==> config.mk <==
export PLATFORM = sky130hd
export DESIGN_NAME = rfts_front
export DESIGN_NICKNAME = d
export VERILOG_FILES = /design/src/rtl/core/rfts_pkg.sv /design/src/rtl/core/rfts_front.sv
export VERILOG_INCLUDE_DIRS = /design/src /design/src/rtl/core
export SDC_FILE = /design/constraint.sdc
export NUM_CORES = 1
export LEC_CHECK = 0
export ABC_AREA = 1
export BUFFER_PORTS_ARGS = -buffer_cell sky130_fd_sc_hd__buf_2
export CORE_MARGIN = 4
export CORE_UTILIZATION = 60
export DETAILED_ROUTE_END_ITERATION = 8
export GPL_ROUTABILITY_DRIVEN = 0
export MAX_ROUTING_LAYER = met4
export PLACE_DENSITY = 0.87
export RECOVER_POWER = 50
export SYNTH_ARGS = -nofsm -noshare
export SYNTH_HDL_FRONTEND = slang
export SYNTH_SLANG_ARGS = --single-unit
==> constraint.sdc <==
create_clock -name clk -period 7.9 [get_ports clk]
set_input_delay 1.185 -clock clk [delete_from_list [all_inputs] [get_ports clk]]
set_output_delay 1.185 -clock clk [all_outputs]
set_load 0.03 [all_outputs]
==> src/rtl/core/rgb_fade_tick_sequencer_assert.svh <==
// Assertion macros shared by the RGB fade tick sequencer modules.
// Every macro samples on clk and is disabled while arst_n is low.
`ifndef RGB_FADE_TICK_SEQUENCER_ASSERT_SVH
`define RGB_FADE_TICK_SEQUENCER_ASSERT_SVH

// The condition holds at every clock edge.
`define RFTS_CHECK(label, cond, msg) \
	label: assert property (@(posedge clk) disable iff (!arst_n) (cond)) else $error(msg);

// When the antecedent holds, the consequent holds in the same cycle.
`define RFTS_CHECK_IMPL(label, ante, cons, msg) \
	label: assert property (@(posedge clk) disable iff (!arst_n) (ante) |-> (cons)) \
		else $error(msg);

// When the antecedent holds, the consequent holds in the next cycle.
`define RFTS_CHECK_NEXT(label, ante, cons, msg) \
	label: assert property (@(posedge clk) disable iff (!arst_n) (ante) |=> (cons)) \
		else $error(msg);

`endif

==> src/rtl/core/rfts_pkg.sv <==
// Types, constants and small helper functions for the RGB fade tick sequencer.
// Used by every module of the block; depends on nothing.
package rfts_pkg;

	localparam int unsigned LEVEL_W    = 8;
	localparam int unsigned DUTY_W     = 16;
	localparam int unsigned PERIOD_W   = 16;
	localparam int unsigned FIX_SHIFT  = 12;
	localparam int unsigned QUO_W      = PERIOD_W + FIX_SHIFT;
	localparam int unsigned GAIN_Q_W   = LEVEL_W + FIX_SHIFT;
	localparam int unsigned BRIGHT_Q_W = FIX_SHIFT + 1;
	localparam int unsigned ACC_W      = 32;
	localparam int unsigned PROD_W     = ACC_W + QUO_W;
	localparam int unsigned DIV_BITS   = 4;
	localparam int unsigned DIV_CYCLES = QUO_W / DIV_BITS;
	localparam int unsigned NUM_LANES  = 3;
	localparam int unsigned TICK_W     = 5;
	localparam int unsigned WHEEL_W    = 11;
	localparam int unsigned REG_IDX_W  = 3;

	localparam logic [1:0] MODE_FADE   = 2'd1;
	localparam logic [1:0] MODE_STROBE = 2'd2;

	localparam logic [REG_IDX_W-1:0] REG_LIGHT_MODE = 3'd0;
	localparam logic [REG_IDX_W-1:0] REG_PWM_PERIOD = 3'd1;
	localparam logic [REG_IDX_W-1:0] REG_SCALE_MAX  = 3'd2;
	localparam logic [REG_IDX_W-1:0] REG_RED_GAIN   = 3'd3;
	localparam logic [REG_IDX_W-1:0] REG_GREEN_GAIN = 3'd4;
	localparam logic [REG_IDX_W-1:0] REG_BLUE_GAIN  = 3'd5;

	localparam logic [PERIOD_W-1:0] PERIOD_RESET = 16'd160;
	localparam logic [LEVEL_W-1:0]  SCALE_RESET  = 8'd31;
	localparam logic [LEVEL_W-1:0]  GAIN_RESET   = 8'd29;

	localparam logic [TICK_W-1:0] TICK_SLOT0 = 5'd5;
	localparam logic [TICK_W-1:0] TICK_SLOT1 = 5'd10;
	localparam logic [TICK_W-1:0] TICK_SLOT2 = 5'd15;
	localparam logic [TICK_W-1:0] TICK_TOP   = 5'd20;

	localparam logic [WHEEL_W-1:0] WHEEL_LAST = 11'd1530;

	typedef struct packed {
		logic [LEVEL_W-1:0] r;
		logic [LEVEL_W-1:0] g;
		logic [LEVEL_W-1:0] b;
	} rgb_t;

	// One classified tick as it travels from the front end to the back end.
	typedef struct packed {
		logic               measure_temp;
		logic [1:0]         temp_slot;
		logic               new_sample;
		logic               value_changed;
		logic               fade;
		rgb_t               level;
		logic [LEVEL_W-1:0] brightness;
	} item_t;

	// Scaling registers as seen by the back end; lane 0 red, 1 green, 2 blue.
	typedef struct packed {
		logic [PERIOD_W-1:0]                pwm_period;
		logic [LEVEL_W-1:0]                 scale_max;
		logic [NUM_LANES-1:0][LEVEL_W-1:0]  gain;
	} cfg_t;

	// Piecewise-linear hue wheel: six ramps of 255 steps each.
	function automatic rgb_t wheel_levels(input logic [WHEEL_W-1:0] p);
		rgb_t               c;
		logic [WHEEL_W-1:0] d;
		c = '0;
		d = '0;
		if (p <= 11'd255) begin
			c.r = '1;
			c.g = p[LEVEL_W-1:0];
		end else if (p <= 11'd510) begin
			c.g = '1;
			d   = 11'd510 - p;
			c.r = d[LEVEL_W-1:0];
		end else if (p <= 11'd765) begin
			c.g = '1;
			d   = p - 11'd510;
			c.b = d[LEVEL_W-1:0];
		end else if (p <= 11'd1020) begin
			c.b = '1;
			d   = 11'd1020 - p;
			c.g = d[LEVEL_W-1:0];
		end else if (p <= 11'd1275) begin
			c.b = '1;
			d   = p - 11'd1020;
			c.r = d[LEVEL_W-1:0];
		end else if (p <= WHEEL_LAST) begin
			c.r = '1;
			d   = WHEEL_LAST - p;
			c.b = d[LEVEL_W-1:0];
		end else begin
			c.r = '1;
		end
		return c;
	endfunction

	// brightness * 4096 / 255, truncated. Since 4096 = 16 * 255 + 16, this is
	// 16*b plus (16*b)/255, and the small quotient uses the usual x/255 trick.
	function automatic logic [BRIGHT_Q_W-1:0] bright_factor(input logic [LEVEL_W-1:0] b);
		logic [FIX_SHIFT-1:0]  x;
		logic [BRIGHT_Q_W-1:0] s;
		x = {b, 4'b0000};
		s = {1'b0, x} + BRIGHT_Q_W'(x[FIX_SHIFT-1:LEVEL_W]) + BRIGHT_Q_W'(1);
		return {1'b0, x} + BRIGHT_Q_W'(s[BRIGHT_Q_W-1:LEVEL_W]);
	endfunction

endpackage

==> src/rtl/core/rfts_front.sv <==
// Front end: accepts ticks, runs the tick divider and the hue wheel, and
// classifies each tick into a queue item. Depends on rfts_pkg.
`include "rgb_fade_tick_sequencer_assert.svh"

module rfts_front (
	input  logic                         clk,
	input  logic                         arst_n,
	input  logic                         in_valid,
	output logic                         in_stall,
	input  logic [rfts_pkg::LEVEL_W-1:0] brightness,
	input  logic [1:0]                   light_mode,
	input  logic                         q_full,
	output logic                         q_push,
	output rfts_pkg::item_t              q_item
);

	logic [rfts_pkg::TICK_W-1:0]  tick_q;
	logic [rfts_pkg::WHEEL_W-1:0] wheel_q;
	logic [rfts_pkg::WHEEL_W-1:0] wheel_next;
	logic                         fade;
	logic                         at_top;
	logic                         accept;

	assign in_stall = q_full;
	assign accept   = in_valid && !q_full;
	assign q_push   = accept;

	assign fade   = (light_mode == rfts_pkg::MODE_FADE);
	assign at_top = (tick_q == rfts_pkg::TICK_TOP);

	assign wheel_next = (wheel_q > rfts_pkg::WHEEL_LAST) ? '0 : wheel_q + 1'b1;

	always_comb begin
		q_item               = '0;
		q_item.new_sample    = at_top;
		q_item.value_changed = fade || (at_top && light_mode == rfts_pkg::MODE_STROBE);
		q_item.fade          = fade;
		q_item.level         = rfts_pkg::wheel_levels(wheel_next);
		q_item.brightness    = brightness;
		unique case (tick_q)
			rfts_pkg::TICK_SLOT0: begin
				q_item.measure_temp = 1'b1;
				q_item.temp_slot    = 2'd0;
			end
			rfts_pkg::TICK_SLOT1: begin
				q_item.measure_temp = 1'b1;
				q_item.temp_slot    = 2'd1;
			end
			rfts_pkg::TICK_SLOT2: begin
				q_item.measure_temp = 1'b1;
				q_item.temp_slot    = 2'd2;
			end
			rfts_pkg::TICK_TOP: begin
				q_item.measure_temp = 1'b1;
				q_item.temp_slot    = 2'd3;
			end
			default: begin
				q_item.measure_temp = 1'b0;
				q_item.temp_slot    = 2'd0;
			end
		endcase
	end

	always_ff @(posedge clk or negedge arst_n) begin
		if (!arst_n) begin
			tick_q  <= '0;
			wheel_q <= '0;
		end else if (accept) begin
			tick_q <= at_top ? '0 : tick_q + 1'b1;
			if (fade) begin
				wheel_q <= wheel_next;
			end
		end
	end

	`RFTS_CHECK(a_tick_in_range, tick_q <= rfts_pkg::TICK_TOP, "tick divider left 0..20")
	`RFTS_CHECK_NEXT(a_wheel_holds, accept && !fade, $stable(wheel_q), "wheel moved outside fade")

endmodule

# After elaboration in Yosys (flattened, before gate mapping)
# Cells that the tools add are included.
# W data, S select, Z words.
[classes]
add_sub_neg = 7
magnitude_cmp = 7
n_eq_ne = 6
reduce_logical = 5
mux = 15
[op_table]
columns = ["operator", "n"]
rows = [
  ["$mux W8", 9],
  ["$mux W16", 3],
  ["$sub A8 B8 Y8 const A", 3],
  ["$le A11 B10 Y1 const B", 2],
  ["$le A11 B11 Y1 const B", 2],
  ["$sub A8 B8 Y8 const B", 2],
  ["$pmux W3 S4", 1],
  ["$add A11 B1 Y11 const B", 1],
  ["$gt A11 B11 Y1 const B", 1],
  ["$le A11 B8 Y1 const B", 1],
  ["$le A11 B9 Y1 const B", 1],
  ["$mux W11", 1],
  ["$eq A5 B4 Y1 const B", 2],
  ["$add A5 B1 Y5 const B", 1],
  ["$eq A5 B3 Y1 const B", 1],
  ["$eq A5 B5 Y1 const B", 1],
  ["$mux W5", 1],
  ["$eq A2 B1 Y1 const B", 1],
  ["$eq A2 B2 Y1 const B", 1],
  ["$logic_and A1 B1 Y1", 2],
  ["$reduce_and A2 Y1", 1],
  ["$logic_not A1 Y1", 1],
  ["$logic_or A1 B1 Y1", 1],
]
[word_totals]
output_inout_bits = 40
in_bits = 14
register_bits = 16
elab_cells = 42

# Depth between registers and ports, before layout
[logic_depth]
word_depth = 9
mapped_depth = 19
depth_no_buf = 18

# Least setup slack after synthesis
# No wires, ideal clock.
[synth_path]
kind = "reg2out"
startpoint = "reg wheel_q[0] (netlist name)"
endpoint = "out q_item[21] (netlist name)"
required_ns = 6.715
path_buffers = 2
t_arrival_ns = 2.979
stages_incl_launch_ff = 18
slack_ns = 3.736
cell_sequence = "dfrtp_1 > inv_1 > ha_1 > nand2_1 > nor2_1 > nand3_2 > nand3_2 > buf_4 > nand2_1 > inv_1 > ha_1 > nand4_1 > nor2_2 > nand3_1 > nand2_2 > buf_4 > nor2_1 > a21oi_1"
[synth_lines]
columns = ["element", "line", "rtl"]
rows = [
  ["start: declaration", "rfts_front.sv:18", "logic [rfts_pkg::WHEEL_W-1:0] wheel_q;"],
  ["start signal: assignment", "rfts_front.sv:71", "wheel_q <= wheel_next;"],
  ["end: declaration", "rfts_front.sv:14", "output rfts_pkg::item_t q_item"],
]

==> flow_summary.json <==
{
  "drt_iter0_drc": 380,
  "p_leak_nw": 1.53,
  "synth_cells": 437,
  "ir_worst_vdd_v": 0.000197,
  "synth_top_cell_area_share_pct": 20.2,
  "final_max_slew_viol_count": 0,
  "cp_slowest_cell": "dfrtp_1",
  "cp_top_family": "simple AND/OR/NAND/NOR gates",
  "max-cap-violations": 0,
  "vias": 2823,
  "layout-drive-gt1-share_pct": 13.1,
  "cts_tree": "done",
  "timing.final.ws_setup_ps": 2660,
  "die-width_um": 73.1,
  "yosys_warnings": 0,
  "post-route-min-period_ps": 5240,
  "crit_path_max_incr_delay_ps": 410,
  "area_delta_synth_final_pct": 6.29,
  "tightest_slew_ps": 913,
  "setup_viol": 0,
  "htree_levels": 1,
  "final_cell_mix": "nand2_1 (137), inv_1 (55), nor2_1 (53)",
  "cts_made_buffers": 3,
  "yosysTopAreaCell": "nand2_1",
  "io_pins": 54,
  "crit_type": "reg2out",
  "track_usage_pct": 27.2,
  "core_sq_um": 4060,
  "vias_per_cell": 5.56,
  "final_hold_viol_count": 0,
  "worst-endpoint-arrival_ps": 4060,
  "diodes": 0,
  "grt-busiest-layer": "met2",
  "gr-total-overflow": 0,
  "cts.sinks": 16,
  "crit_buf_inv": 5,
  "power_density_nw_per_um2": 310,
  "endpoint_kind": "primary output",
  "critPathMaxFanout": 22,
  "synth-seq-area-share_pct": 15.7,
  "grt_use_met1_pct": 36.5,
  "start_kind": "flop",
  "layout.nets": 492,
  "wl_per_cell_um": 13.3,
  "cts_root_buf": "clkbuf_8",
  "fin_skew_ps": 1.80,
  "status": "finished clean",
  "dp_slack_ps": 3000,
  "final.period_utilization_pct": 66.3,
  "drc": 0,
  "ys_ff_latch": 16,
  "holdBufCountCts": 0,
  "avgSynthCellArea_sq_um": 5.83,
  "clk_latency_ps": 260,
  "crit_chain": "inv_1 -> ha_1 -> nand2_1 -> nor2_1 -> nand3_2 -> nand3_2 -> nand2_1 -> inv_1 -> ha_1 -> nand4_1 -> nand3b_1 -> nand2_1 -> inv_1 -> nand2_1 -> nand2_1 -> inv_1 -> nand2_1 -> buf_2",
  "synth_nets": 470,
  "firstDrtPassIters": 5,
  "path_clk_slew_ps": 70,
  "postRouteAntennaNets": 0,
  "antenna_found_initial": 0,
  "rows": 23,
  "layout_commonest_cell": "nand2_1",
  "syn_area_sq_um": 2550,
  "routed_wirelength_um": 6780,
  "portBuffers": 37,
  "grt_pass1_wl_um": 11400,
  "cpMostUsedCell": "nand2_1",
  "rsz0062_at_grt": "false",
  "die-area_sq_um": 5350,
  "grt_max_degree": 23,
  "ctsResizeCount": 0,
  "met3_usage_pct": 3.72,
  "finalSetupTns_ps": 0,
  "hold_path.class": "reg2reg",
  "die_h_um": 73.1,
  "hpwl_um": 5140,
  "initial_utilization_pct": 62.8,
  "fmax_mhz": 191,
  "first_global_vias": 2566,
  "yosysUniqueCellTypes": 30,
  "cp.required_ps": 6710,
  "synth_area_leaders": "nand2_1 (20%), dfrtp_1 (16%), ha_1 (9.3%)",
  "clockBufferDepth": 2,
  "slew_headroom_pct": 39.1,
  "grt_util_met2_pct": 42.9,
  "cts_setup_buffers": 0
}
power by group:
group          total, mW  internal [mW]  switching, mW
sequential         0.140          0.107         0.0331
clock             0.0759         0.0443         0.0316
combinational      0.623          0.180          0.443
per-layer routing:
metal / up-vias / wire length (um)
met3: 32 / 606
met5: - / 0
li1: 1396 / -
met4: 0 / 154
met2: 153 / 3050
met1: 1242 / 2960
metrics by stage:
stage / cell area (sq um) / hold slack [ps] / total power, mW / util [%] / cells
after floorplan: 2550 / 496 / 0.619 / - / 437
after global placement: 2650 / 525 / 0.743 / 65.4 / 504
after detailed placement: 2650 / 531 / 0.750 / 65.4 / 504
after CTS: 2710 / 547 / 0.828 / 66.7 / 508
after global routing: 2710 / 600 / 0.918 / 66.7 / 508
final: 2710 / 540 / 0.839 / 66.7 / 508
registers in the layout, indices dropped and copies added (netlist names):
signal   cells
tick_q       5
wheel_q     11
final timing paths:
kind,depth (start not counted),startpoint,slack [ps],to
setup / recovery,18,wheel_q[0],2660,q_item[28]
hold / removal,2,wheel_q[7],540,wheel_q[7]
setup reg to reg,7,wheel_q[3],5890,wheel_q[1]
hold reg to reg,2,wheel_q[7],540,wheel_q[7]
max in group asynchronous,1,arst_n,6310,tick_q[4]
min in group asynchronous,1,arst_n,1040,tick_q[0]
cells by family (layout without fill, tap and decap cells):
| kind of cell | count (synthesis) | in the layout | synth area share (%) |
|---|---|---|---|
| adders and majority gates | 19 | 19 | 9.34 |
| DFF | 16 | 16 | 15.7 |
| and+or+nand+nor | 262 | 262 | 44.9 |
| xor gates and xnor gates | 22 | 22 | 7.86 |
| AOI/OAI and AO/OA | 41 | 41 | 8.21 |
| buffers and inverters | 77 | 98 | 14.0 |
final cells by class:
class / instances / area, sq um
clock buffer: 4 / 55.1
fill: 385 / 1350
inverter: 57 / 214
multi-input combinational: 344 / 1790
sequential: 16 / 400
tap: 50 / 62.6
timing repair buffer: 37 / 184
Yosys cell counts (all sizes together):
cell type / instances
a21oi: 13
buf: 18
clkbuf: 2
clkinv: 1
dfrtp: 16
ha: 19
inv: 56
nand2: 145
nand3: 45
nand3b: 1
nand4: 8
nor2: 59
nor3: 3
nor3b: 1
o211ai: 1
o21ai: 26
o22ai: 1
xnor2: 2
xor2: 20
tightest hold or removal path, delay by kind of cell (launching register included):
| kind | cells | cell delay, ps |
|---|---|---|
| DFF | 1 | 390 |
| and+or+nand+nor | 1 | 60 |
| AOI/OAI and AO/OA | 1 | 60 |
(Power assumes the default switching activity.)
