## src/rtl/core/rgb_fade_tick_sequencer_assert.svh

```systemverilog
// Assertion macros shared by the RGB fade tick sequencer modules.
// Every macro samples on clk and is disabled while arst_n is low.
`ifndef RGB_FADE_TICK_SEQUENCER_ASSERT_SVH
`define RGB_FADE_TICK_SEQUENCER_ASSERT_SVH

// The condition holds at every clock edge.
`define RFTS_CHECK(label, cond, msg) \
	label: assert property (@(posedge clk) disable iff (!arst_n) (cond)) else $error(msg);

// When the antecedent holds, the consequent holds in the same cycle.
`define RFTS_CHECK_IMPL(label, ante, cons, msg) \
	label: assert property (@(posedge clk) disable iff (!arst_n) (ante) |-> (cons)) \
		else $error(msg);

// When the antecedent holds, the consequent holds in the next cycle.
`define RFTS_CHECK_NEXT(label, ante, cons, msg) \
	label: assert property (@(posedge clk) disable iff (!arst_n) (ante) |=> (cons)) \
		else $error(msg);

`endif

```

## src/rtl/core/rfts_pkg.sv

```systemverilog
// Types, constants and small helper functions for the RGB fade tick sequencer.
// Used by every module of the block; depends on nothing.
package rfts_pkg;

	localparam int unsigned LEVEL_W    = 8;
	localparam int unsigned DUTY_W     = 16;
	localparam int unsigned PERIOD_W   = 16;
	localparam int unsigned FIX_SHIFT  = 12;
	localparam int unsigned QUO_W      = PERIOD_W + FIX_SHIFT;
	localparam int unsigned GAIN_Q_W   = LEVEL_W + FIX_SHIFT;
	localparam int unsigned BRIGHT_Q_W = FIX_SHIFT + 1;
	localparam int unsigned ACC_W      = 32;
	localparam int unsigned PROD_W     = ACC_W + QUO_W;
	localparam int unsigned DIV_BITS   = 4;
	localparam int unsigned DIV_CYCLES = QUO_W / DIV_BITS;
	localparam int unsigned NUM_LANES  = 3;
	localparam int unsigned TICK_W     = 5;
	localparam int unsigned WHEEL_W    = 11;
	localparam int unsigned REG_IDX_W  = 3;

	localparam logic [1:0] MODE_FADE   = 2'd1;
	localparam logic [1:0] MODE_STROBE = 2'd2;

	localparam logic [REG_IDX_W-1:0] REG_LIGHT_MODE = 3'd0;
	localparam logic [REG_IDX_W-1:0] REG_PWM_PERIOD = 3'd1;
	localparam logic [REG_IDX_W-1:0] REG_SCALE_MAX  = 3'd2;
	localparam logic [REG_IDX_W-1:0] REG_RED_GAIN   = 3'd3;
	localparam logic [REG_IDX_W-1:0] REG_GREEN_GAIN = 3'd4;
	localparam logic [REG_IDX_W-1:0] REG_BLUE_GAIN  = 3'd5;

	localparam logic [PERIOD_W-1:0] PERIOD_RESET = 16'd160;
	localparam logic [LEVEL_W-1:0]  SCALE_RESET  = 8'd31;
	localparam logic [LEVEL_W-1:0]  GAIN_RESET   = 8'd29;

	localparam logic [TICK_W-1:0] TICK_SLOT0 = 5'd5;
	localparam logic [TICK_W-1:0] TICK_SLOT1 = 5'd10;
	localparam logic [TICK_W-1:0] TICK_SLOT2 = 5'd15;
	localparam logic [TICK_W-1:0] TICK_TOP   = 5'd20;

	localparam logic [WHEEL_W-1:0] WHEEL_LAST = 11'd1530;

	typedef struct packed {
		logic [LEVEL_W-1:0] r;
		logic [LEVEL_W-1:0] g;
		logic [LEVEL_W-1:0] b;
	} rgb_t;

	// One classified tick as it travels from the front end to the back end.
	typedef struct packed {
		logic               measure_temp;
		logic [1:0]         temp_slot;
		logic               new_sample;
		logic               value_changed;
		logic               fade;
		rgb_t               level;
		logic [LEVEL_W-1:0] brightness;
	} item_t;

	// Scaling registers as seen by the back end; lane 0 red, 1 green, 2 blue.
	typedef struct packed {
		logic [PERIOD_W-1:0]                pwm_period;
		logic [LEVEL_W-1:0]                 scale_max;
		logic [NUM_LANES-1:0][LEVEL_W-1:0]  gain;
	} cfg_t;

	// Piecewise-linear hue wheel: six ramps of 255 steps each.
	function automatic rgb_t wheel_levels(input logic [WHEEL_W-1:0] p);
		rgb_t               c;
		logic [WHEEL_W-1:0] d;
		c = '0;
		d = '0;
		if (p <= 11'd255) begin
			c.r = '1;
			c.g = p[LEVEL_W-1:0];
		end else if (p <= 11'd510) begin
			c.g = '1;
			d   = 11'd510 - p;
			c.r = d[LEVEL_W-1:0];
		end else if (p <= 11'd765) begin
			c.g = '1;
			d   = p - 11'd510;
			c.b = d[LEVEL_W-1:0];
		end else if (p <= 11'd1020) begin
			c.b = '1;
			d   = 11'd1020 - p;
			c.g = d[LEVEL_W-1:0];
		end else if (p <= 11'd1275) begin
			c.b = '1;
			d   = p - 11'd1020;
			c.r = d[LEVEL_W-1:0];
		end else if (p <= WHEEL_LAST) begin
			c.r = '1;
			d   = WHEEL_LAST - p;
			c.b = d[LEVEL_W-1:0];
		end else begin
			c.r = '1;
		end
		return c;
	endfunction

	// brightness * 4096 / 255, truncated. Since 4096 = 16 * 255 + 16, this is
	// 16*b plus (16*b)/255, and the small quotient uses the usual x/255 trick.
	function automatic logic [BRIGHT_Q_W-1:0] bright_factor(input logic [LEVEL_W-1:0] b);
		logic [FIX_SHIFT-1:0]  x;
		logic [BRIGHT_Q_W-1:0] s;
		x = {b, 4'b0000};
		s = {1'b0, x} + BRIGHT_Q_W'(x[FIX_SHIFT-1:LEVEL_W]) + BRIGHT_Q_W'(1);
		return {1'b0, x} + BRIGHT_Q_W'(s[BRIGHT_Q_W-1:LEVEL_W]);
	endfunction

endpackage

```

## src/rtl/core/rfts_fifo.sv

```systemverilog
// Small register-based queue that decouples the tick front end from the back end.
// Depends on rfts_pkg for the item type.
`include "rgb_fade_tick_sequencer_assert.svh"

module rfts_fifo #(
	parameter int unsigned DEPTH = 4
) (
	input  logic            clk,
	input  logic            arst_n,
	input  logic            push,
	input  rfts_pkg::item_t push_item,
	output logic            full,
	input  logic            pop,
	output logic            not_empty,
	output rfts_pkg::item_t head_item
);

	localparam int unsigned PTR_W = (DEPTH > 1) ? $clog2(DEPTH) : 1;
	localparam int unsigned CNT_W = $clog2(DEPTH + 1);

	rfts_pkg::item_t   entry_q [DEPTH];
	logic [PTR_W-1:0]  wr_ptr_q;
	logic [PTR_W-1:0]  rd_ptr_q;
	logic [CNT_W-1:0]  count_q;

	assign full      = (count_q == CNT_W'(DEPTH));
	assign not_empty = (count_q != '0);
	assign head_item = entry_q[rd_ptr_q];

	always_ff @(posedge clk) begin
		if (push) begin
			entry_q[wr_ptr_q] <= push_item;
		end
	end

	always_ff @(posedge clk or negedge arst_n) begin
		if (!arst_n) begin
			wr_ptr_q <= '0;
			rd_ptr_q <= '0;
			count_q  <= '0;
		end else begin
			if (push) begin
				wr_ptr_q <= (wr_ptr_q == PTR_W'(DEPTH - 1)) ? '0 : wr_ptr_q + 1'b1;
			end
			if (pop) begin
				rd_ptr_q <= (rd_ptr_q == PTR_W'(DEPTH - 1)) ? '0 : rd_ptr_q + 1'b1;
			end
			if (push && !pop) begin
				count_q <= count_q + 1'b1;
			end else if (pop && !push) begin
				count_q <= count_q - 1'b1;
			end
		end
	end

	`RFTS_CHECK_IMPL(a_no_pop_when_empty, pop, count_q != '0, "queue popped while empty")

endmodule

```

## config.mk

```make
export PLATFORM = sky130hd
export DESIGN_NAME = rfts_fifo
export DESIGN_NICKNAME = d
export VERILOG_FILES = /design/src/rtl/core/rfts_pkg.sv /design/src/rtl/core/rfts_fifo.sv
export VERILOG_INCLUDE_DIRS = /design/src /design/src/rtl/core
export SDC_FILE = /design/constraint.sdc
export NUM_CORES = 1
export LEC_CHECK = 0
export BUFFER_PORTS_ARGS = -buffer_cell sky130_fd_sc_hd__buf_2
export CAP_MARGIN = 25
export CORE_MARGIN = 4
export CORE_UTILIZATION = 57
export CTS_CLUSTER_SIZE = 28
export DETAILED_ROUTE_END_ITERATION = 10
export GPL_TIMING_DRIVEN = 0
export HOLD_SLACK_MARGIN = 0.03
export PLACE_DENSITY = 0.79
export SYNTH_ARGS = -nofsm -noshare
export SYNTH_HDL_FRONTEND = slang
export SYNTH_SLANG_ARGS = --single-unit
```

## constraint.sdc

```tcl
create_clock -name clk -period 2.97 [get_ports clk]
set_clock_uncertainty 0.15 [all_clocks]
set_input_delay 0.4455 -clock clk [delete_from_list [all_inputs] [get_ports clk]]
set_output_delay 0.4455 -clock clk [all_outputs]
set_load 0.03 [all_outputs]
```

After elaboration in Yosys (flattened, before gate mapping)
Memories as Yosys holds them, arrays and structs flattened.
Index checks and enable logic that the tools add are counted.
- output and inout bits: 40
- flip-flop bits (word level): 7
- RAM bits: 152
- bits in latches: 0
- bits of input ports: 42
- memories: 1
- ROM bits: 0
- bitwise gates (word level): 0
- order comparisons: 0
- mux-type cells: 6
- reduce and logical (&&, ||, !) cells: 6
- multipliers: 0
- equal/unequal tests: 3
- add/sub/neg operators: 4
- shift-type cells: 0
- divide/modulo/power cells: 0
- memories (name ; depth ; bits a word ; read ports ; clocked after memory_dff ; wr ports ; line ; text):
    entry_q ; 4 ; 38 ; 1 ; 0 ; 1 ; rfts_fifo.sv:21 ; rfts_pkg::item_t entry_q [DEPTH];
- operators with widths (kind ; count):
    $mux W3 ; 2
    $add A2 B1 Y2 const B ; 2
    $eq A2 B2 Y1 const B ; 2
    $mux W2 ; 2
    $add A3 B1 Y3 const B ; 1
    $eq A3 B3 Y1 const B ; 1
    $reduce_bool A3 Y1 ; 1
    $sub A3 B1 Y3 const B ; 1
    $logic_and A1 B1 Y1 ; 2
    $logic_not A1 Y1 ; 2
    $mux W1 ; 2
    $reduce_bool A2 Y1 ; 1

Depth between registers and ports, before layout
Gate-level depths: netlist of run 1.
- word-level depth: 4
- gate-level depth with buffers: 7
- gate-level depth less buffers: 7

Worst setup path after synthesis of run 1
Ideal clock, no wire load.
- kind: register to register
- from: reg wr_ptr_q[0]
- to: mem entry_q[2][0] (netlist bit), enable pin
- arrival time: 1.547 ns
- stages on the path, launching flop included: 4
- path slack: 0.874 ns
- path through: dfrtp_1 > inv_1 > ha_1 > and2_1
- RTL lines (what ; line ; text):
    start: declaration ; rfts_fifo.sv:22 ; logic [PTR_W-1:0] wr_ptr_q;
    start signal: assignment ; rfts_fifo.sv:43 ; wr_ptr_q <= (wr_ptr_q == PTR_W'(DEPTH - 1)) ? '0 : wr_ptr_q + 1'b1;
    end: declaration ; rfts_fifo.sv:21 ;
No word-level cell before the write port.

==> results.md, run 1 <==
- The capture instance of the worst register-to-register path is entry_q[0][27]$_DFFE_PP_.
- The initial antenna violation count was 0.
- Summed over all layers, the routed wires come to 10.7 mm.
- The logic depth of the worst register-to-register path is 4.
- After floorplanning, the core was sized to cover 10200 um2.
- Global routing consumed, on the met2 layer, 31.4% of the routing resources.
- The data required time of the critical path is 2.37 ns.
- The achievable frequency is 0.385 GHz.
- The first global-routing pass estimated 16.4 mm of wire.
- In the finished design, the share of the clock period the worst path needs comes to 87.4%.
- The power density relative to cell area is 1030 nW/um2.
- The count of flip-flops with a built-in enable after synthesis is 152.
- The worst register-to-register path begins at wr_ptr_q[0]$_DFFE_PN0P_.
- The global placement routability congestion is 0.668.
- sky130_fd_sc_hd__edfxtp_1 is the most common cell in the netlist.
- The share of the synthesized area in the top cell type is 76.8%.
- The via count of the routed design is 2850.
- The pin slew with the least headroom to its limit is 0.525 ns.
- The pre-antenna-repair detailed-routing pass consisted of 4 iterations.
- The final total negative setup slack is 0 ns.
- The run finished with clean final reports.
- The remaining antenna violation count is 0.
- The net count of the finished layout is 428.
- The count of maximum capacitance violations is 0.
- The clock tree synthesis step divided the H-tree into 4 levels.
- The die is 110 um wide.
- The area growth from synthesis to final layout is 28.0%.
- The overall global routing resource usage is 19.4%.
- The max-slew violation count came to 0.
- Timing analysis after detailed placement gives a worst setup slack of 0.930 ns.
- Counting every sink on the clock net gives 159.
- The share of synthesized area occupied by flip-flops and latches is 79.7%.
- The post-synthesis instance area is 5950 um2.
- The largest driver fanout on the critical path is 10.
- The worst hold slack across all endpoints is 0.0937 ns.
- 0 antenna diodes ended up in the layout.
- After global routing, the most crowded layer is met2.
- The average wire per cell in the routed design is 20.3 um.
- The clock transition time at the flip-flop clock pins of the worst setup and hold paths is 0.06 ns.
- The final-report hold violation count came to 0.
- The total congestion overflow after global routing is 0.
- During placement, the flow inserted port buffers numbering 81.
- The Yosys step of the flow raised 0 warnings.
- The routing usage on met3 is 5.36%.
- STA classifies the critical path endpoint as an output port.
- The die height is 110 um.
- The global routing met1 resource utilization is 25.4%.
- The clock reaches the later pin of the worst-skew pair after 0.51 ns.
- The start point of the worst hold path is push.
- Sorting the synthesized cells by area gives the leading types as sky130_fd_sc_hd__edfxtp_1 77%, sky130_fd_sc_hd__mux4_2 14%, sky130_fd_sc_hd__dfrtp_1 2.9%.
- The count of hold buffers inserted by post-cts repair is 39.
- The data arrival at the endpoint of the critical path is 2.00 ns.
- Across all register-to-register paths, the minimum setup slack is 1.13 ns.
- The static leakage is 2.71 nW.
- For this design the top-level I/O count stands at 82.
- Setup violations remaining at the end of the flow were counted as 0.
- In the synthesized netlist, the cells that appear most often are 152 x sky130_fd_sc_hd__edfxtp_1, 38 x sky130_fd_sc_hd__mux4_2, 7 x sky130_fd_sc_hd__dfrtp_1.
- For the finished layout, the period the worst path requires is 2.60 ns.
- The worst hold endpoint is wr_ptr_q[1]$_DFFE_PN0P_.
- The number of standard-cell rows in the floorplan is 37.
- No sink is reached through more buffers than the 2 on the longest clock path.
- The relative slew slack is 65.0%.
- The die covers 12100 um2.
- Synthesis inferred 159 register bits.
- The kind of critical path is flop to output port.
- The CTS buffer count is 17.
- Setup slack closes at 0.375 ns.
- The class of the tightest hold or removal check is input pin to flop.
- The per-instance average area after synthesis is 25.2 um2.
- After legalization and detailed placement, the total HPWL measured 6.25 mm.
- The worst-case IR drop observed on VDD is 0.000493 V.
- Synthesis produced a netlist whose cell count is 236.
- The number of nets in the synthesized netlist is 285.
- After detailed routing, the number of remaining DRC violations is 0.
- After filler insertion, the fill cell instance count of the layout stands at 597.
- The tree is rooted in a sky130_fd_sc_hd__clkbuf_8.
- The synthesized design spends more area on one cell type than any other, namely sky130_fd_sc_hd__edfxtp_1.
- The via count of the first global-routing pass was 2967.
- The critical path startpoint is rd_ptr_q[1]$_DFFE_PN0P_.
- The starting density of the core is 58.1%.
- The number of DRC violations after detailed-routing iteration 0 is 124.
- The post-CTS resize count is 0.
- Setup repair after global routing left no endpoint under its margin.
- The share of post-route cells with drive strength above 1 is 42.5%.
- STA classifies the critical path startpoint as a flop.
- The most common flop cell mapped by yosys is sky130_fd_sc_hd__edfxtp_1.
- TritonCTS built the clock tree.
- Yosys mapped the design onto 19 distinct sky130hd cell types.
- The worst hold path was traced through 2 stages.
- The largest net degree at the start of global routing is 26.
- After synthesis, the share of flip-flops with an asynchronous set or reset is 4.40%.
- The number of buffers inserted by post-CTS setup repair is 0.
- Using the TritonRoute via totals, the vias-per-cell ratio works out to 5.41.
-- logic make-up after synthesis --
| family | after synthesis | share of synthesized area (%) |
|---|---|---|
| AOI/OAI and AO/OA | 2 | 0.168 |
| xor gates and xnor gates | 3 | 0.442 |
| adders and majority gates | 7 | 1.60 |
| buffers and inverters | 13 | 2.17 |
| DFF | 159 | 79.7 |
| muxes | 41 | 15.0 |
| and+or+nand+nor | 11 | 0.968 |
-- cell usage in the layout, fill, tap and decap left out, drive strengths merged --
cell,n
and2,4
buf,94
bufinv,5
clkbuf,19
clkinv,6
clkinvlp,1
dfrtp,7
dlygate4sd3,39
edfxtp,152
fa,1
ha,6
inv,4
mux2,3
mux4,38
nand2,2
nor2,3
nor3b,1
o21ai,2
or3,1
xnor2,1
xor2,2
-- worst max-delay path by stage --
stage	to
floorplan	entry_q[2][0]$_DFFE_PP_
global placement	entry_q[3][28]$_DFFE_PP_
detailed placement	head_item[17]
CTS	head_item[17]
global route	head_item[17]
finish	head_item[17]
-- flip-flops by register name, summed over array words and instances, names as in the netlist --
signal and flops:
entry_q 152, count_q 3, wr_ptr_q 2, rd_ptr_q 2
-- power breakdown --
group,internal (mW),leakage (nW),switching (mW)
sequential,2.88,1.48,0.123
clock,1.44,0.297,0.784
combinational,1.07,0.937,1.56
-- stage by stage --
stage,util [%],std cells,power (mW),cell area (um2)
5_1_grt,74.4,527,8.19,7610
2_1_floorplan,-,236,4.94,5950
6_report,74.4,527,7.85,7610
3_5_place_dp,64.6,457,5.65,6610
4_1_cts,74.4,527,7.93,7610
3_3_place_gp,63.8,453,5.54,6520
-- worst max-delay path, cell delays in order (launching register included) --
cell and delay (ns):
sky130_fd_sc_hd__dfrtp_1 0.40, sky130_fd_sc_hd__buf_4 0.22, sky130_fd_sc_hd__buf_2 0.30, sky130_fd_sc_hd__mux4_2 0.38, sky130_fd_sc_hd__buf_2 0.20
-- final cells by class --
cell class / instances / area [um2] / share of cell area (%)
Clock buffer: 19 / 422 / 5.54
Buffer: 9 / 114 / 1.50
Sequential cell: 159 / 4740 / 62.3
Clock inverter: 12 / 193 / 2.53
Tap cell: 136 / 170 / 2.24
Multi-Input combinational cell: 64 / 1080 / 14.2
Timing Repair Buffer: 124 / 876 / 11.5
Inverter: 4 / 15.0 / 0.197
-- routing by layer --
| metal | vias up | part of all wire [%] |
|---|---|---|
| met4 | 0 | 1.9 |
| li1 | 1280 | - |
| met5 | - | 0 |
| met3 | 16 | 4.3 |
| met1 | 1480 | 41 |
| met2 | 74 | 52 |
Power figures use the tool's default switching activity.
==> inputs of run 2 (changes only) <==
--- a/config.mk
+++ b/config.mk
@@ -12,7 +12,7 @@
 export CORE_UTILIZATION = 57
 export CTS_CLUSTER_SIZE = 28
 export DETAILED_ROUTE_END_ITERATION = 10
-export GPL_TIMING_DRIVEN = 0
+export GPL_TIMING_DRIVEN = 1
 export HOLD_SLACK_MARGIN = 0.03
 export PLACE_DENSITY = 0.79
 export SYNTH_ARGS = -nofsm -noshare
==> results.md, run 2 (synthesis results as in run 1) <==
- The flow ran to the end, and the final reports show no timing, DRC or antenna violations.
- In the final layout, the registers with the most flip-flops are entry_q x152, count_q x3.
- The global placement routability congestion is 0.683 (+2.2%).
- The count of maximum capacitance violations is 0 (unchanged).
- The data required time of the critical path came to 2.37 ns (about the same).
- The starting density of the core is 58.1% (unchanged).
- The first-pass detailed-route iteration total is 4 (unchanged).
- The via count of the first global-routing pass is 3024 (+1.9%).
- The final-report hold violation count was 0 (unchanged).
- The horizontal die dimension is 110 um (unchanged).
- The count of buffers inserted at the top-level ports is 81 (unchanged).
- The static leakage is 2.62 nW (-3.4%).
- The worst setup path is launched from a flop.
- The switching power was 2.44 mW (-1.1%).
- The number of flip-flops under the largest register name is 152 (unchanged).
- The flop-to-flop setup slack is 0.97 ns (-0.16 ns).
- The worst hold slack across all endpoints is 0.0748 ns (-0.0189 ns).
- The die footprint is 12100 um2 (unchanged).
- The number of buffers between clock root and the deepest sink is 2 (unchanged).
- The largest net degree at the start of global routing is 27 (+3.8%).
- The beginning of the worst register-to-register path is wr_ptr_q[0]$_DFFE_PN0P_.
- The number of diodes added for antenna fixing came to 0 (unchanged).
- The final count of negative-setup-slack endpoints came to 0 (unchanged).
- The number of vias per cell came to 5.43 (+0.38%).
- The initial antenna violation count is 0 (unchanged).
- The maximum vdd drop is 0.000529 V (+7.3%).
- The TritonCTS clock tree is built.
- The kind of end point of the critical path is an output port.
- The number of levels the H-tree was split into came to 4 (unchanged).
- The kind of critical path is flop to output port.
- In the layout the commonest cells are 152 x sky130_fd_sc_hd__edfxtp_1, 81 x sky130_fd_sc_hd__buf_2, 39 x sky130_fd_sc_hd__dlygate4sd3_1.
- The power density relative to cell area was 991 nW/um2 (-3.9%).
- The share of the clock period used by the worst path is 88.4% (+1.1 points).
- The max-slew violation count is 0 (unchanged).
- The number of buffers inserted by post-CTS setup repair is 0 (unchanged).
- The number of standard-cell rows in the floorplan is 37 (unchanged).
- Traced cell by cell, the critical path runs through buf_4, mux4_2, buf_2.
- The switching share of power is 33.2% (+1.8 points).
- The largest driver fanout on the critical path is 21 (+11).
- The post-CTS resize count was 0 (unchanged).
- The internal power is 4.91 mW (-8.8%).
- The pin slew with the least headroom to its limit is 0.571 ns (+0.0462 ns).
- The class of the tightest hold or removal check is input pin to flop.
- The total congestion overflow after global routing came to 0 (unchanged).
- The overall global routing resource usage is 19.3% (-0.057 points).
- The area growth from synthesis to final layout is 24.7%.
- The DRC violation count after routing is 0 (unchanged).
- The proportion of power drawn by flip-flops and latches came to 41.2% (+2.9 points).
- The HPWL after detailed placement was 6.34 mm (+1.3%).
- The average wire per cell in the routed design came to 20.4 um (+0.32%).
- The achievable frequency was 0.381 GHz (-1.2%).
- The clock period minus final worst setup slack is 2.63 ns (+0.0315 ns).
- The clock transition time at the flip-flop clock pins of the worst setup and hold paths came to 0.06 ns (about the same).
- The instance count after placement with tap cells included is 455 (-0.44%).
- The register with the most flip-flops is entry_q.
- The share of total power in combinational logic is 33.2% (-0.2 points).
- Following the worst setup path forward leads to its endpoint at head_item[33].
- Setup repair after global routing left no endpoint under its margin.
- The capture instance of the worst register-to-register path is entry_q[2][28]$_DFFE_PP_.
- The wire length of the first global-routing pass was 16.5 mm (+0.46%).
- The CTS buffer count is 17 (unchanged).
- The slowest stage of the critical path belongs to the cell sky130_fd_sc_hd__mux4_2.
- The final total negative setup slack was 0 ns (unchanged).
- The share of post-route cells with drive strength above 1 is 43.2% (+0.70 points).
- The library cell used most frequently in the layout, excluding fill and tap cells, is sky130_fd_sc_hd__edfxtp_1.
- The portion of total power attributed to the clock network was 25.7% (-2.6 points).
- The final core utilization was 72.5% (-1.9 points).
- The worst hold path stage count is 2 (unchanged).
- The logic depth of the worst register-to-register path was 4 (unchanged).
- The final standard cell count with taps included and fillers excluded is 523 (-0.76%).
- The number of clock sinks is 159 (unchanged).
- The count of boundary I/O pins came to 82 (unchanged).
- The via count of the routed design is 2839 (-0.39%).
- The delay of the slowest critical-path stage came to 0.59 ns (+0.19 ns).
- The routed wire length is 10.7 mm (-0.44%).
- The clock network latency to the later pin of the worst-skew pair is 0.52 ns (about the same).
- The number of nets at the end of the flow is 426 (-0.47%).
- The die height is 110 um (unchanged).
- The area of the placeable core is 10200 um2 (unchanged).
- The number of DRC violations after detailed-routing iteration 0 came to 154 (+24%).
- The relative slew slack is 61.9% (-3.1 points).
- The library cell used as clock root buffer is sky130_fd_sc_hd__clkbuf_8.
- The remaining antenna violation count is 0 (unchanged).
- The critical path startpoint is rd_ptr_q[0]$_DFFE_PN0P_.
- The data arrival at the endpoint of the critical path came to 2.03 ns (+0.03 ns).
- The post-route total power is 7.35 mW (-6.4%).
run 2: cell count changes in the layout (fill, tap and decap cells not counted), sizes merged:
cell,change
clkbuf,-2
buf,-2
clkinvlp,+4
bufinv,-4
run 2: timing repair:
| item | 4_1_cts | 5_1_grt |
|---|---|---|
| setup endpoints to repair | 0 | 0 |
| hold buffers | 39 | 0 |
| hold endpoints to repair | 159 | 0 |
run 2: through the flow:
step,setup slack [ns],area (um2)
global placement,0.881,6510
CTS,0.270,7420
global route,0.218,7420
detailed placement,0.861,6510
finish,0.343,7420
floorplan,0.874,5950
run 2: how the worst min path moves through the flow:
| stage | slack, ns | to | from |
|---|---|---|---|
| final | 0.07 | wr_ptr_q[0]$_DFFE_PN0P_ | push |
| after global routing | 0.08 | rd_ptr_q[0]$_DFFE_PN0P_ | pop |
| after CTS | 0.04 | wr_ptr_q[0]$_DFFE_PN0P_ | push |
| after detailed placement | 0.15 | count_q[2]$_DFFE_PN0P_ | arst_n |
| after global placement | 0.14 | count_q[2]$_DFFE_PN0P_ | arst_n |
| after floorplan | -0.00009 | count_q[0]$_DFFE_PN0P_ | arst_n |
run 2: cell type report:
| type | count | area [um2] |
|---|---|---|
| tap | 136 | 170 |
| multi-input combinational | 64 | 1080 |
| timing repair buffer | 131 | 891 |
| fill | 616 | 2820 |
| clock inverter | 12 | 100 |
| inverter | 4 | 15.0 |
| clock buffer | 17 | 414 |
| sequential | 159 | 4740 |
run 2: power groups by stage:
stage               Clock (mW)  Sequential (mW)  Combinational [mW]
floorplan                    0             3.01                1.93
global placement             0             3.04                2.39
detailed placement           0             3.07                2.43
CTS                       1.92             3.03                2.50
global route              2.03             3.06                2.62
finish                    1.89             3.03                2.44
run 2: critical path: cells and delay by family, from the launching register on:
kind | cells | cell delay [ns]
multiplexers | 1 | 0.59
flip-flops | 1 | 0.35
buffers and inverters | 2 | 0.56
run 2: per-layer routing:
| metal | up-vias | global-route usage (%) | share of wire (%) | routed length (um) |
|---|---|---|---|---|
| li1 | 1269 | - | - | - |
| met4 | 0 | 8.18 | 1.8 | 187 |
| met5 | - | 0 | 0 | 0 |
| met1 | 1481 | 24.7 | 41 | 4330 |
| met3 | 17 | 4.48 | 3.8 | 407 |
| met2 | 72 | 32.2 | 54 | 5730 |
==> inputs of run 3 (changes only) <==
--- a/config.mk
+++ b/config.mk
@@ -8,6 +8,7 @@
 export LEC_CHECK = 0
 export BUFFER_PORTS_ARGS = -buffer_cell sky130_fd_sc_hd__buf_2
 export CAP_MARGIN = 25
+export CORE_ASPECT_RATIO = 0.7
 export CORE_MARGIN = 4
 export CORE_UTILIZATION = 57
 export CTS_CLUSTER_SIZE = 28
@@ -15,6 +16,7 @@
 export GPL_TIMING_DRIVEN = 1
 export HOLD_SLACK_MARGIN = 0.03
 export PLACE_DENSITY = 0.79
+export SETUP_SLACK_MARGIN = 0.02
 export SYNTH_ARGS = -nofsm -noshare
 export SYNTH_HDL_FRONTEND = slang
 export SYNTH_SLANG_ARGS = --single-unit
==> results.md, run 3 (synthesis results as in run 1) <==
- The final worst setup slack is 0.222 ns (-0.121 ns).
- The overall global routing resource usage is 19.3% (-0.071 points).
- The power density relative to cell area is 1070 nW/um2 (+7.5%).
- The worst setup path endpoint is head_item[19].
- The final core utilization is 70.9% (-1.6 points).
- The flow ran to the end, and the final reports show no timing, DRC or antenna violations.
- The final-report hold violation count is 0 (unchanged).
- The first-pass detailed-route iteration total came to 5 (+1).
- The worst hold slack across all endpoints is 0.102 ns (+0.0272 ns).
- The setup slack at placement is 0.603 ns (-0.258 ns).
- The starting density of the core is 59.8% (+1.7 points).
- The portion of total power attributed to the clock network came to 27.2% (+1.5 points).
- Setup repair after global routing left no endpoint under its margin.
- The static leakage is 2.48 nW (-5.5%).
- The maximum vdd drop is 0.000695 V (+31%).
- The achievable frequency is 0.364 GHz (-4.4%).
- The clock transition time at the flip-flop clock pins of the worst setup and hold paths is 0.06 ns (about the same).
- The number of levels the H-tree was split into is 4 (unchanged).
- The initial antenna violation count is 2 (+2).
- The via count of the first global-routing pass came to 2911 (-3.7%).
- The library cell used most frequently in the layout, excluding fill and tap cells, is sky130_fd_sc_hd__edfxtp_1.
- The register with the most flip-flops is entry_q.
- The die height came to 93.5 um (-15%).
- The share of total power in combinational logic is 31.3% (-1.9 points).
- The DRC violation count after routing is 0 (unchanged).
- The total congestion overflow after global routing is 0 (unchanged).
- The area of the placeable core is 9950 um2 (-2.8%).
- The number of standard-cell rows in the floorplan is 30 (-19%).
- The logic depth of the worst register-to-register path is 4 (unchanged).
- The worst setup path is launched from a flop.
- TritonCTS built the clock tree.
- The clock period minus final worst setup slack was 2.75 ns (+0.121 ns).
- The flop-to-flop setup slack is 1.13 ns (+0.16 ns).
- The largest driver fanout on the critical path is 20 (-4.8%).
- The library cells used most frequently in the layout, excluding fill and tap cells, are 152 x sky130_fd_sc_hd__edfxtp_1, 81 x sky130_fd_sc_hd__buf_2, 38 x sky130_fd_sc_hd__mux4_2.
- The pin slew with the least headroom to its limit came to 0.592 ns (+0.0209 ns).
- CTS placed an instance of sky130_fd_sc_hd__clkbuf_16 at the clock tree root.
- The share of the clock period used by the worst path is 92.5% (+4.1 points).
- The post-route total power was 7.51 mW (+2.2%).
- The count of maximum capacitance violations is 0 (unchanged).
- The kind of critical path is flop to output port.
- The average wire per cell in the routed design was 22.3 um (+9.7%).
- The via count of the routed design is 2732 (-3.8%).
- The largest registers in the layout are entry_q x152, count_q x3.
- The number of flip-flops under the largest register name is 152 (unchanged).
- STA classifies the critical path endpoint as an output port.
- The count of hold buffers inserted by post-cts repair came to 1 (-97%).
- The post-CTS resize count is 0 (unchanged).
- The count of boundary I/O pins is 82 (unchanged).
- The share of post-route cells with drive strength above 1 was 45.1% (+2.0 points).
- The final total negative setup slack is 0 ns (unchanged).
- The number of buffers inserted by post-CTS setup repair came to 0 (unchanged).
- The relative slew slack is 60.5% (-1.4 points).
- The HPWL after detailed placement came to 6.53 mm (+3.0%).
- The number of nets at the end of the flow is 385 (-9.6%).
- Tracing the worst setup path back leads to its startpoint at rd_ptr_q[0]$_DFFE_PN0P_.
- The internal power is 5.09 mW (+3.7%).
- The data arrival at the endpoint of the critical path is 2.15 ns (+0.12 ns).
- The instance count after placement with tap cells included came to 444 (-2.4%).
- The CTS buffer count was 17 (unchanged).
- The switching share of power is 32.2% (-0.98 points).
- The largest net degree at the start of global routing came to 39 (+44%).
- The remaining antenna violation count is 0 (unchanged).
- The startpoint identified for the worst register-to-register timing path is wr_ptr_q[0]$_DFFE_PN0P_.
- The clock network latency to the later pin of the worst-skew pair is 0.40 ns (-0.12 ns).
- In this run the critical register-to-register path is captured at entry_q[2][24]$_DFFE_PP_.
- The class of the tightest hold or removal check is input pin to flop.
- The number of DRC violations after detailed-routing iteration 0 is 202 (+31%).
- The max-slew violation count is 0 (unchanged).
- The proportion of power drawn by flip-flops and latches came to 41.5% (+0.3 points).
- The data required time of the critical path is 2.37 ns (about the same).
- The horizontal die dimension came to 130 um (+18%).
- The switching power is 2.42 mW (-0.85%).
- The standard cell area after detailed placement is 6480 um2 (-0.50%).
- The global placement routability congestion is 0.675 (-1.2%).
- The final count of negative-setup-slack endpoints is 0 (unchanged).
- The area of all placed cells without fillers is 7050 um2 (-4.9%).
- The routed wire length is 10.7 mm (about the same).
- The final standard cell count with taps included and fillers excluded is 477 (-8.8%).
- The count of buffers inserted at the top-level ports is 81 (unchanged).
- The area growth from synthesis to final layout is 18.5%.
- The wire length of the first global-routing pass is 16.6 mm (+0.80%).
- The die footprint was 12200 um2 (+0.21%).
- The number of clock sinks is 159 (unchanged).
- The number of vias per cell is 5.73 (+5.5%).
- The number of buffers between clock root and the deepest sink came to 2 (unchanged).
run 3: cell count changes in the layout (fill, tap and decap cells not counted), sizes merged:
cell,change
buf,-3
bufinv,+2
clkinv,+3
clkbuf,+2
clkinvlp,-5
diode,+1
dlygate4sd3,-38
run 3: worst max-delay path, cell delays in order, from the launching register on:
cell and delay (ns):
sky130_fd_sc_hd__dfrtp_2 0.70, sky130_fd_sc_hd__buf_12 0.27, sky130_fd_sc_hd__mux4_2 0.56, sky130_fd_sc_hd__buf_2 0.20
run 3: power by group through the flow:
stage | Sequential (mW) | Combinational (mW) | Clock, mW
floorplan | 3.01 | 1.93 | 0
global placement | 3.14 | 2.33 | 0
detailed placement | 3.16 | 2.37 | 0
CTS | 3.13 | 2.40 | 2.09
global route | 3.17 | 2.50 | 2.20
finish | 3.12 | 2.35 | 2.05
run 3: how the worst min path moves through the flow:
stage             startpoint                  endpoint  cells after the start
6_report       push_item[13]  entry_q[0][13]$_DFFE_PP_                      1
3_5_place_dp          arst_n   wr_ptr_q[0]$_DFFE_PN0P_                      1
5_1_grt        push_item[13]  entry_q[0][13]$_DFFE_PP_                      1
2_1_floorplan         arst_n    count_q[0]$_DFFE_PN0P_                      0
4_1_cts        push_item[21]  entry_q[2][21]$_DFFE_PP_                      1
3_3_place_gp          arst_n   wr_ptr_q[0]$_DFFE_PN0P_                      1
run 3: cell type report:
class | count | area, um2
Antenna cell | 1 | 2.50
Clock buffer | 19 | 433
Clock inverter | 12 | 125
Fill cell | 597 | 2900
Inverter | 4 | 15.0
Multi-Input combinational cell | 64 | 1080
Sequential cell | 159 | 4740
Tap cell | 128 | 160
Timing Repair Buffer | 90 | 488
run 3: metal layers:
| metal | up-vias | track usage, % | part of all wire [%] |
|---|---|---|---|
| met4 | 4 | 7.01 | 0.89 |
| met2 | 112 | 28.7 | 48 |
| li1 | 1193 | - | - |
| met3 | 12 | 6.74 | 7.8 |
| met1 | 1411 | 26.7 | 43 |
| met5 | - | 0 | 0.13 |
